==> config.mk <==
export PLATFORM = sky130hd
export DESIGN_NAME = scan_centroid_steering
export DESIGN_NICKNAME = d
export VERILOG_FILES = /design/src/hdl/scs_pkg.sv /design/src/hdl/scan_centroid_steering.sv /design/src/hdl/scs_ctrl.sv /design/src/hdl/scs_dp.sv
export SDC_FILE = /design/constraint.sdc
export NUM_CORES = 1
export LEC_CHECK = 0
export BUFFER_PORTS_ARGS = -buffer_cell sky130_fd_sc_hd__buf_4
export CAP_MARGIN = 20
export CORE_MARGIN = 1.5
export CORE_UTILIZATION = 55
export CTS_BUF_LIST = sky130_fd_sc_hd__clkbuf_4 sky130_fd_sc_hd__clkbuf_8 sky130_fd_sc_hd__clkbuf_16
export DETAILED_ROUTE_END_ITERATION = 12
export PLACE_DENSITY = 0.79
export RECOVER_POWER = 50
export SLEW_MARGIN = 20
export SYNTH_ARGS = -nofsm -noshare
export SYNTH_HDL_FRONTEND = slang
export SYNTH_HIERARCHICAL = 1
export SYNTH_SLANG_ARGS = --single-unit
==> constraint.sdc <==
create_clock -name clk -period 9.4 [get_ports clk]
set_clock_uncertainty 0.2 [all_clocks]
set_input_delay 0.47 -clock clk [delete_from_list [all_inputs] [get_ports clk]]
set_output_delay 0.47 -clock clk [all_outputs]
set_load 0.02 [all_outputs]
==> src/hdl/scs_pkg.sv <==
// ----------------------------------------------------------------------------
// scs_pkg
// Shared types and constants of the scan centroid steering block.
// ----------------------------------------------------------------------------
package scs_pkg;

  localparam int SAMPLE_W = 16;
  localparam int SPEED_W  = 13;
  localparam int TURN_W   = 27;
  localparam int CFG_IDX_W = 2;

  // Register indexes of the configuration port
  localparam logic [CFG_IDX_W-1:0] REG_RANGE_FLOOR   = 2'd0;
  localparam logic [CFG_IDX_W-1:0] REG_RANGE_CEILING = 2'd1;
  localparam logic [CFG_IDX_W-1:0] REG_ANGLE_STEP    = 2'd2;

  localparam logic [SAMPLE_W-1:0] RANGE_FLOOR_RST   = 16'd0;
  localparam logic [SAMPLE_W-1:0] RANGE_CEILING_RST = 16'hFFFF;
  localparam logic [SAMPLE_W-1:0] ANGLE_STEP_RST    = 16'd0;

  // pi in 2^-16 rad, truncated
  localparam logic [TURN_W-1:0]  PI_FIXED      = 27'd205887;
  localparam logic [SPEED_W-1:0] SLOW_LIMIT    = 13'd500;
  localparam logic [SPEED_W-1:0] DEFAULT_SPEED = 13'd1000;

  // x / 10 == (x * 52429) >> 19 for every 16-bit x
  localparam int RECIP_W = 32;
  localparam logic [RECIP_W-1:0] RECIP_TEN = 32'd52429;
  localparam int RECIP_SHIFT = 19;

  typedef enum logic [2:0] {
    ST_ACCUM,
    ST_LOAD,
    ST_DIVIDE,
    ST_SCALE,
    ST_FINISH
  } state_t;

  typedef struct packed {
    logic accum;     // a sample request is taken this cycle
    logic div_load;  // latch totals into the divider
    logic div_step;  // one restoring division step
    logic scale;     // divide the mean range by ten
    logic finish;    // publish the result and clear the scan state
  } cmd_t;

endpackage

==> src/hdl/scan_centroid_steering.sv <==
// Throughput: one range sample per cycle within a scan.
// End of scan: after the end-marked sample the drive command reaches out_tvalid
// via load, 2*ceil(log2(MAX_SAMPLES+1)) + 16 divider steps (38 at the default
// size), scale and finish (held while the output stalls); no sample is taken then.
// Reset (rst_n low, synchronous): registers to their defaults, scan state cleared.
// ----------------------------------------------------------------------------
// scan_centroid_steering
// Steering command from the centroid of the in-window samples of a lidar scan.
// ----------------------------------------------------------------------------
module scan_centroid_steering #(
  parameter int MAX_SAMPLES = 1024
) (
  input  logic        clk,
  input  logic        rst_n,
  // sample requests
  input  logic        in_tvalid,
  output logic        in_tready,
  input  logic [15:0] in_tdata,   // [15:0] range_sample
  input  logic        in_tlast,   // scan_end
  // drive command requests
  output logic        out_tvalid,
  input  logic        out_tready,
  output logic [39:0] out_tdata,  // [12:0] linear_speed, [39:13] turn_rate
  // configuration writes
  input  logic        cfg_valid,
  output logic        cfg_ready,
  input  logic [1:0]  cfg_index,
  input  logic [15:0] cfg_data
);

  localparam int CNT_W  = $clog2(MAX_SAMPLES + 1);
  localparam int ANG_W  = 2 * CNT_W + scs_pkg::SAMPLE_W;

  logic [scs_pkg::SAMPLE_W-1:0] range_floor_r;
  logic [scs_pkg::SAMPLE_W-1:0] range_ceiling_r;
  logic [scs_pkg::SAMPLE_W-1:0] angle_step_r;

  scs_pkg::cmd_t                  cmd;
  logic                           out_free;
  logic [scs_pkg::SPEED_W-1:0]    res_speed;
  logic signed [scs_pkg::TURN_W-1:0] res_turn;

  logic                           out_valid_r;
  logic [scs_pkg::SPEED_W-1:0]    out_speed_r;
  logic [scs_pkg::TURN_W-1:0]     out_turn_r;

  // Configuration: always ready; writes to an unused index are dropped
  assign cfg_ready = 1'b1;

  always_ff @(posedge clk) begin
    if (!rst_n) begin
      range_floor_r   <= scs_pkg::RANGE_FLOOR_RST;
      range_ceiling_r <= scs_pkg::RANGE_CEILING_RST;
      angle_step_r    <= scs_pkg::ANGLE_STEP_RST;
    end else if (cfg_valid) begin
      case (cfg_index)
        scs_pkg::REG_RANGE_FLOOR:   range_floor_r   <= cfg_data;
        scs_pkg::REG_RANGE_CEILING: range_ceiling_r <= cfg_data;
        scs_pkg::REG_ANGLE_STEP:    angle_step_r    <= cfg_data;
        default: begin
        end
      endcase
    end
  end

  // Sequencer: takes samples, then walks the divider through its steps
  scs_ctrl #(
    .DIV_STEPS (ANG_W)
  ) u_ctrl (
    .clk       (clk),
    .rst_n     (rst_n),
    .in_tvalid (in_tvalid),
    .in_tlast  (in_tlast),
    .out_free  (out_free),
    .in_tready (in_tready),
    .cmd       (cmd)
  );

  // Datapath: sums, shared divider, scaling and the slow-speed fallback
  scs_dp #(
    .MAX_SAMPLES (MAX_SAMPLES)
  ) u_dp (
    .clk           (clk),
    .rst_n         (rst_n),
    .cmd           (cmd),
    .range_sample  (in_tdata[scs_pkg::SAMPLE_W-1:0]),
    .range_floor   (range_floor_r),
    .range_ceiling (range_ceiling_r),
    .angle_step    (angle_step_r),
    .res_speed     (res_speed),
    .res_turn      (res_turn)
  );

  // Output register: the next scan is accumulated while a command waits here
  assign out_free = !out_valid_r || out_tready;

  always_ff @(posedge clk) begin
    if (!rst_n) begin
      out_valid_r <= 1'b0;
    end else if (cmd.finish) begin
      out_valid_r <= 1'b1;
    end else if (out_tready) begin
      out_valid_r <= 1'b0;
    end
  end

  // Hold the payload while the request stalls
  always_ff @(posedge clk) begin
    if (cmd.finish) begin
      out_speed_r <= res_speed;
      out_turn_r  <= res_turn;
    end
  end

  assign out_tvalid = out_valid_r;
  assign out_tdata  = {out_turn_r, out_speed_r};

endmodule

==> src/hdl/scs_ctrl.sv <==
// ----------------------------------------------------------------------------
// scs_ctrl
// Sequencer: accumulate a scan, then run the division and scaling steps.
// ----------------------------------------------------------------------------
module scs_ctrl #(
  parameter int DIV_STEPS = 38
) (
  input  logic          clk,
  input  logic          rst_n,
  input  logic          in_tvalid,
  input  logic          in_tlast,
  input  logic          out_free,
  output logic          in_tready,
  output scs_pkg::cmd_t cmd
);

  localparam int CW = $clog2(DIV_STEPS);

  scs_pkg::state_t state_r, state_nxt;
  logic [CW-1:0]   step_r, step_nxt;
  logic            last_step;

  assign last_step = (step_r == CW'(DIV_STEPS - 1));

  always_ff @(posedge clk) begin
    if (!rst_n) begin
      state_r <= scs_pkg::ST_ACCUM;
      step_r  <= '0;
    end else begin
      state_r <= state_nxt;
      step_r  <= step_nxt;
    end
  end

  always_comb begin
    state_nxt = state_r;
    step_nxt  = step_r;
    in_tready = 1'b0;
    cmd       = '0;
    case (state_r)
      scs_pkg::ST_ACCUM: begin
        in_tready = 1'b1;
        cmd.accum = in_tvalid;
        if (in_tvalid && in_tlast) begin
          state_nxt = scs_pkg::ST_LOAD;
        end
      end
      scs_pkg::ST_LOAD: begin
        cmd.div_load = 1'b1;
        step_nxt     = '0;
        state_nxt    = scs_pkg::ST_DIVIDE;
      end
      scs_pkg::ST_DIVIDE: begin
        cmd.div_step = 1'b1;
        step_nxt     = step_r + CW'(1);
        if (last_step) begin
          state_nxt = scs_pkg::ST_SCALE;
        end
      end
      scs_pkg::ST_SCALE: begin
        cmd.scale = 1'b1;
        state_nxt = scs_pkg::ST_FINISH;
      end
      scs_pkg::ST_FINISH: begin
        // hold until the output slot is free
        if (out_free) begin
          cmd.finish = 1'b1;
          state_nxt  = scs_pkg::ST_ACCUM;
        end
      end
      default: begin
        state_nxt = scs_pkg::ST_ACCUM;
      end
    endcase
  end

endmodule

==> src/hdl/scs_dp.sv <==
// ----------------------------------------------------------------------------
// scs_dp
// Accumulators, shared restoring divider, divide-by-ten and result select.
// ----------------------------------------------------------------------------
module scs_dp #(
  parameter int MAX_SAMPLES = 1024
) (
  input  logic                            clk,
  input  logic                            rst_n,
  input  scs_pkg::cmd_t                   cmd,
  input  logic [scs_pkg::SAMPLE_W-1:0]    range_sample,
  input  logic [scs_pkg::SAMPLE_W-1:0]    range_floor,
  input  logic [scs_pkg::SAMPLE_W-1:0]    range_ceiling,
  input  logic [scs_pkg::SAMPLE_W-1:0]    angle_step,
  output logic [scs_pkg::SPEED_W-1:0]     res_speed,
  output logic signed [scs_pkg::TURN_W-1:0] res_turn
);

  localparam int CNT_W  = $clog2(MAX_SAMPLES + 1);
  localparam int IDX_W  = CNT_W;
  localparam int PROD_W = IDX_W + scs_pkg::SAMPLE_W;
  localparam int ANG_W  = PROD_W + CNT_W;
  localparam int RNG_W  = scs_pkg::SAMPLE_W + CNT_W;
  localparam int EXT_W  = ANG_W + scs_pkg::TURN_W;

  logic [CNT_W-1:0]  cnt_r;
  logic [IDX_W-1:0]  idx_r;
  logic [ANG_W-1:0]  ang_tot_r;
  logic [RNG_W-1:0]  rng_tot_r;

  logic              in_window;
  logic              sample_ok;
  logic [PROD_W-1:0] angle_inc;

  // Divider: both totals share the divisor and the step count
  logic [ANG_W-1:0]  ang_div_r, ang_div_nxt;
  logic [ANG_W-1:0]  rng_div_r, rng_div_nxt;
  logic [CNT_W-1:0]  ang_rem_r, ang_rem_nxt;
  logic [CNT_W-1:0]  rng_rem_r, rng_rem_nxt;
  logic [CNT_W-1:0]  divisor_r;
  logic [CNT_W:0]    ang_sh, rng_sh, ang_diff, rng_diff;
  logic              ang_ge, rng_ge;

  logic [scs_pkg::RECIP_W-1:0] prod_r;
  logic [scs_pkg::SPEED_W-1:0] speed_raw;
  logic [EXT_W-1:0]            ang_ext;
  logic                        slow;

  assign in_window = (idx_r < IDX_W'(MAX_SAMPLES));
  assign sample_ok = (range_sample > range_floor) && (range_sample < range_ceiling);
  assign angle_inc = PROD_W'(idx_r) * PROD_W'(angle_step);

  always_ff @(posedge clk) begin
    if (!rst_n || cmd.finish) begin
      cnt_r     <= '0;
      idx_r     <= '0;
      ang_tot_r <= '0;
      rng_tot_r <= '0;
    end else if (cmd.accum && in_window) begin
      idx_r <= idx_r + IDX_W'(1);
      if (sample_ok) begin
        cnt_r     <= cnt_r + CNT_W'(1);
        ang_tot_r <= ang_tot_r + ANG_W'(angle_inc);
        rng_tot_r <= rng_tot_r + RNG_W'(range_sample);
      end
    end
  end

  always_comb begin
    ang_sh   = {ang_rem_r, ang_div_r[ANG_W-1]};
    rng_sh   = {rng_rem_r, rng_div_r[ANG_W-1]};
    ang_ge   = (ang_sh >= {1'b0, divisor_r});
    rng_ge   = (rng_sh >= {1'b0, divisor_r});
    ang_diff = ang_sh - {1'b0, divisor_r};
    rng_diff = rng_sh - {1'b0, divisor_r};
    ang_rem_nxt = ang_ge ? ang_diff[CNT_W-1:0] : ang_sh[CNT_W-1:0];
    rng_rem_nxt = rng_ge ? rng_diff[CNT_W-1:0] : rng_sh[CNT_W-1:0];
    ang_div_nxt = {ang_div_r[ANG_W-2:0], ang_ge};
    rng_div_nxt = {rng_div_r[ANG_W-2:0], rng_ge};
  end

  always_ff @(posedge clk) begin
    if (cmd.div_load) begin
      ang_div_r <= ang_tot_r;
      rng_div_r <= ANG_W'(rng_tot_r);
      ang_rem_r <= '0;
      rng_rem_r <= '0;
      divisor_r <= cnt_r;
    end else if (cmd.div_step) begin
      ang_div_r <= ang_div_nxt;
      rng_div_r <= rng_div_nxt;
      ang_rem_r <= ang_rem_nxt;
      rng_rem_r <= rng_rem_nxt;
    end
  end

  // mean range fits 16 bits once the divisor is non-zero
  always_ff @(posedge clk) begin
    if (cmd.scale) begin
      prod_r <= scs_pkg::RECIP_W'(rng_div_r[scs_pkg::SAMPLE_W-1:0]) * scs_pkg::RECIP_TEN;
    end
  end

  always_comb begin
    speed_raw = prod_r[scs_pkg::RECIP_SHIFT +: scs_pkg::SPEED_W];
    ang_ext   = {{scs_pkg::TURN_W{1'b0}}, ang_div_r};
    slow      = (divisor_r == '0) || (speed_raw < scs_pkg::SLOW_LIMIT);
    if (slow) begin
      res_speed = scs_pkg::DEFAULT_SPEED;
      res_turn  = '0;
    end else begin
      res_speed = speed_raw;
      res_turn  = ang_ext[scs_pkg::TURN_W-1:0] - scs_pkg::PI_FIXED;
    end
  end

endmodule
==> results.tsv <==
metric	value	unit
power.leakage	13.0	nW
synth_cells	2741	
clkTransAtPathRegs	0.06	ns
drt_wl_total	60500	um
io_buffers	81	
die_x	222	um
path_class	register to register	
postRouteAntennaNets	0	
overflow	0	
async_flop_share	0	%
whs_endpoint	range_ceiling_r[14]$_SDFFE_PN1P_	
grt_pass1_vias	20000	
min_period	6.48	ns
synth_cell_types	90	
start_kind	register	
grt_antenna_before_repair	2	
cts_made_buffers	36	
finalSetupTns	0	ns
rows	79	
cts_tree	yes	
max_freq	154	MHz
slowest_delay	0.80	ns
peakVddDrop	0.362	mV
ys.flop_type	dfxtp_1	
place_inst	3330	
die_y	222	um
status	finished with violations	
critPathSlowestCell	dfxtp_1	
synthesis.nets	3288	
reg2reg_from	u_dp/idx_r[3]$_SDFFE_PP0P_	
grt_start_max_net_pins	80	
synth_xor_area_share	2.96	%
synth_top_family_by_area	adder cells	
synth_edf_count	129	
cts_root_buffer	clkbuf_16	
critPathRequiredTime	9.64	ns
grtUsageTotal	25.2	%
drc_errors	0	
initial_core_util	56.2	%
dieArea	49200	um^2
worst_r2r_endpoint	u_dp/ang_tot_r[26]$_SDFFE_PP0P_	
crit_top_cell	fa_1	
clock_latency	0.55	ns
synth_mux_area_share	5.27	%
rr_worst_depth	18	
ctsResizeCount	0	
crit_path_max_fanout	20	
synth_compound_area_share	9.65	%
hpwl	46000	um
fin_nets	3308	
hp-start	cfg_data[14]	
powerDensity	276	nW/um^2
holdPathStages	3	
stdcell_count	3396	
firstDrtPassIters	5	
yosysWarningCount	6	
cts_hold_buf	0	
worst-r2r-setup-slack	2.92	ns
avgSynthCellArea	9.60	um^2
drv_slew	219	
cp.arrival	6.72	ns
setup_violations	0	
clock-sinks	307	
clock_tree.buffer_depth	3	
synth_simple_gate_area_share	14.4	%
slew-limit-headroom	-164	%
n_antenna_cell	0	
fin_crit_sh	68.9	%
ios	83	
yosysSeqAreaShare	28.3	%
syn_to_final_growth	7.66	%
ys_ff_latch	307	
viasPerCell	5.70	
num_vias	19400	
rsz0062_at_grt	false	
fin_util	60.5	%
netlist_area	26300	um^2
finalHoldViolCount	0	
wl_per_cell	17.8	um
crit_family	adder cells	
worst_pin_slew	3.95	ns
path_buf_inv	3	
cts.htree.levels	2	
min_path_type	input pin to register	
violations	capacitance limit, slew limit	
postCtsSetupBuffers	0	
synthAdderAreaFrac	30.8	%
drive_above_1_share	7.71	%
cp_cell_sequence	nand2_1 -> fa_1 -> fa_1 -> fa_1 -> inv_1 -> fa_1 -> inv_1 -> fa_1 -> inv_1 -> ha_1 -> a211oi_1 -> nor2_1 -> o31a_1 -> o41ai_1 -> a2111oi_0 -> o22ai_1 -> xor2_1 -> a21oi_1	
core_area	46900	um^2
drtIter0Drc	1253	
cap_violations	4	
cp-end-kind	register	
grt_pass1_wl	101000	um
place_congestion	0.911	
-- placed cells by master, fill, tap and decap left out, types with 10 or more instances in the layout --
| cell type | Yosys | routed |
|---|---|---|
| a211oi_1 | 34 | 34 |
| a21o_1 | 36 | 36 |
| a21oi_1 | 105 | 104 |
| a31oi_1 | 19 | 19 |
| and2_1 | 68 | 68 |
| and3_1 | 17 | 16 |
| buf_4 | 3 | 47 |
| clkbuf_1 | 73 | 45 |
| clkbuf_16 | 0 | 40 |
| dfxtp_1 | 178 | 178 |
| edfxtp_1 | 129 | 129 |
| fa_1 | 236 | 236 |
| ha_1 | 271 | 271 |
| inv_1 | 461 | 459 |
| mux2_2 | 60 | 58 |
| mux2i_1 | 71 | 71 |
| nand2_1 | 297 | 297 |
| nand2b_1 | 24 | 24 |
| nand3_1 | 33 | 33 |
| nand3b_1 | 12 | 12 |
| nand4_1 | 26 | 26 |
| nand4b_1 | 19 | 19 |
| nor2_1 | 146 | 145 |
| nor2b_1 | 22 | 22 |
| nor3_1 | 25 | 26 |
| nor4_1 | 21 | 21 |
| o211ai_1 | 12 | 17 |
| o21ai_0 | 57 | 57 |
| or2_2 | 10 | 10 |
| or3_1 | 16 | 16 |
| xnor2_1 | 57 | 57 |
| xor2_1 | 32 | 32 |
-- area by class of cell --
| cell class | instances | area [um^2] |
|---|---|---|
| clock buffers | 48 | 1080 |
| multi-input cells | 1862 | 16600 |
| clock inverters | 18 | 168 |
| well taps | 607 | 759 |
| inverters | 461 | 1730 |
| flip-flops and latches | 307 | 7440 |
| fillers | 3864 | 18500 |
| repair buffers | 93 | 542 |
-- synthesized netlist by cell type, types with 5 or more instances --
cell      count  area, um^2
nand2_1     297        1110
nor4_1       21         131
edfxtp_1    129        3870
nand4b_1     19         166
ha_1        271        3390
nand3_1      33         165
and3_1       17         106
and2_1       68         425
nor3_1       25         125
nand4_1      26         163
a211oi_1     34         255
dfxtp_1     178        3560
or3_1        16         100
fa_1        236        4720
o21ai_0      57         285
inv_1       461        1730
mux2i_1      71         711
a21boi_0      5        37.5
nor2_1      146         548
xor2_1       32         280
o31ai_1       5        37.5
o211ai_2     11         138
clkbuf_1     73         274
a31oi_1      19         119
o21a_1        9        67.6
buf_6         6        67.6
or2_2        10        62.6
xnor2_1      57         499
nand3b_1     12        90.1
a21oi_1     105         526
a21o_1       36         270
o21ai_1       5        25.0
mux2_2       60         676
buf_2        19        95.1
o21bai_1      6        45.0
nor2b_1      22         138
buf_1         8        30.0
o211ai_1     12        90.1
a211o_1       9        78.8
nand2b_1     24         150
-- registers in the layout (all words and copies together), names as in the netlist, 13 cells and up --
| name | cells |
|---|---|
| u_dp/ang_div_r | 38 |
| u_dp/ang_tot_r | 38 |
| u_dp/rng_div_r | 38 |
| out_turn_r | 27 |
| u_dp/rng_tot_r | 27 |
| angle_step_r | 16 |
| range_ceiling_r | 16 |
| range_floor_r | 16 |
| out_speed_r | 13 |
| u_dp/prod_r | 13 |
-- worst reg2reg max path: cells and delay by family (launching register included) --
family                   cells  cell delay [ns]
XOR/XNOR                     1             0.16
adder cells (fa/ha/maj)      6             2.92
AO/OA/AOI/OAI                6             1.84
flip-flops                   1             0.80
AND/OR/NAND/NOR              2             0.30
buffers and inverters        3             0.15
-- where the power goes --
group / total (mW) / internal (mW) / leakage [nW] / switching, mW
Clock: 1.47 / 0.853 / 0.615 / 0.617
Sequential: 1.84 / 1.70 / 2.63 / 0.141
Combinational: 4.50 / 1.95 / 9.71 / 2.55
-- worst max-delay path by stage --
stage | from | end | cells after the start
final | u_dp/idx_r[3]$_SDFFE_PP0P_ | u_dp/ang_tot_r[26]$_SDFFE_PP0P_ | 18
after global routing | u_dp/idx_r[3]$_SDFFE_PP0P_ | u_dp/ang_tot_r[26]$_SDFFE_PP0P_ | 18
after CTS | u_dp/idx_r[4]$_SDFFE_PP0P_ | u_dp/ang_tot_r[36]$_SDFFE_PP0P_ | 18
after detailed placement | u_dp/idx_r[4]$_SDFFE_PP0P_ | u_dp/ang_tot_r[36]$_SDFFE_PP0P_ | 18
after global placement | u_dp/idx_r[4]$_SDFFE_PP0P_ | u_dp/ang_tot_r[26]$_SDFFE_PP0P_ | 18
after floorplan | u_dp/idx_r[4]$_SDFFE_PP0P_ | u_dp/ang_tot_r[35]$_SDFFE_PP0P_ | 20
-- through the flow --
stage | setup WS, ns | cell area, um^2 | power (mW) | hold WS (ns)
finish | 2.92 | 28300 | 7.81 | 0.0192
global route | 2.45 | 28300 | 8.54 | 0.00928
CTS | 2.95 | 28500 | 7.82 | 0.000254
detailed placement | 2.94 | 27300 | 6.30 | 0.244
global placement | 3.15 | 27300 | 6.07 | 0.241
floorplan | 3.42 | 26300 | 5.22 | 0.229
-- cell families after synthesis --
logic type               count (synthesis)
AO/OA/AOI/OAI                          366
XOR/XNOR                                89
adder cells (fa/ha/maj)                507
buffers and inverters                  572
flip-flops                             307
multiplexers                           131
other                                    1
AND/OR/NAND/NOR                        768
-- per-layer routing --
layer  routed length, um  vias up  track usage (%)
met5                  12        -                0
met4                1970        2             9.06
met3                2760      148             3.63
met2               30400      526             44.7
met1               25400     9523             31.3
li1                    -     9154                -
Power figures use the tool's default switching activity.
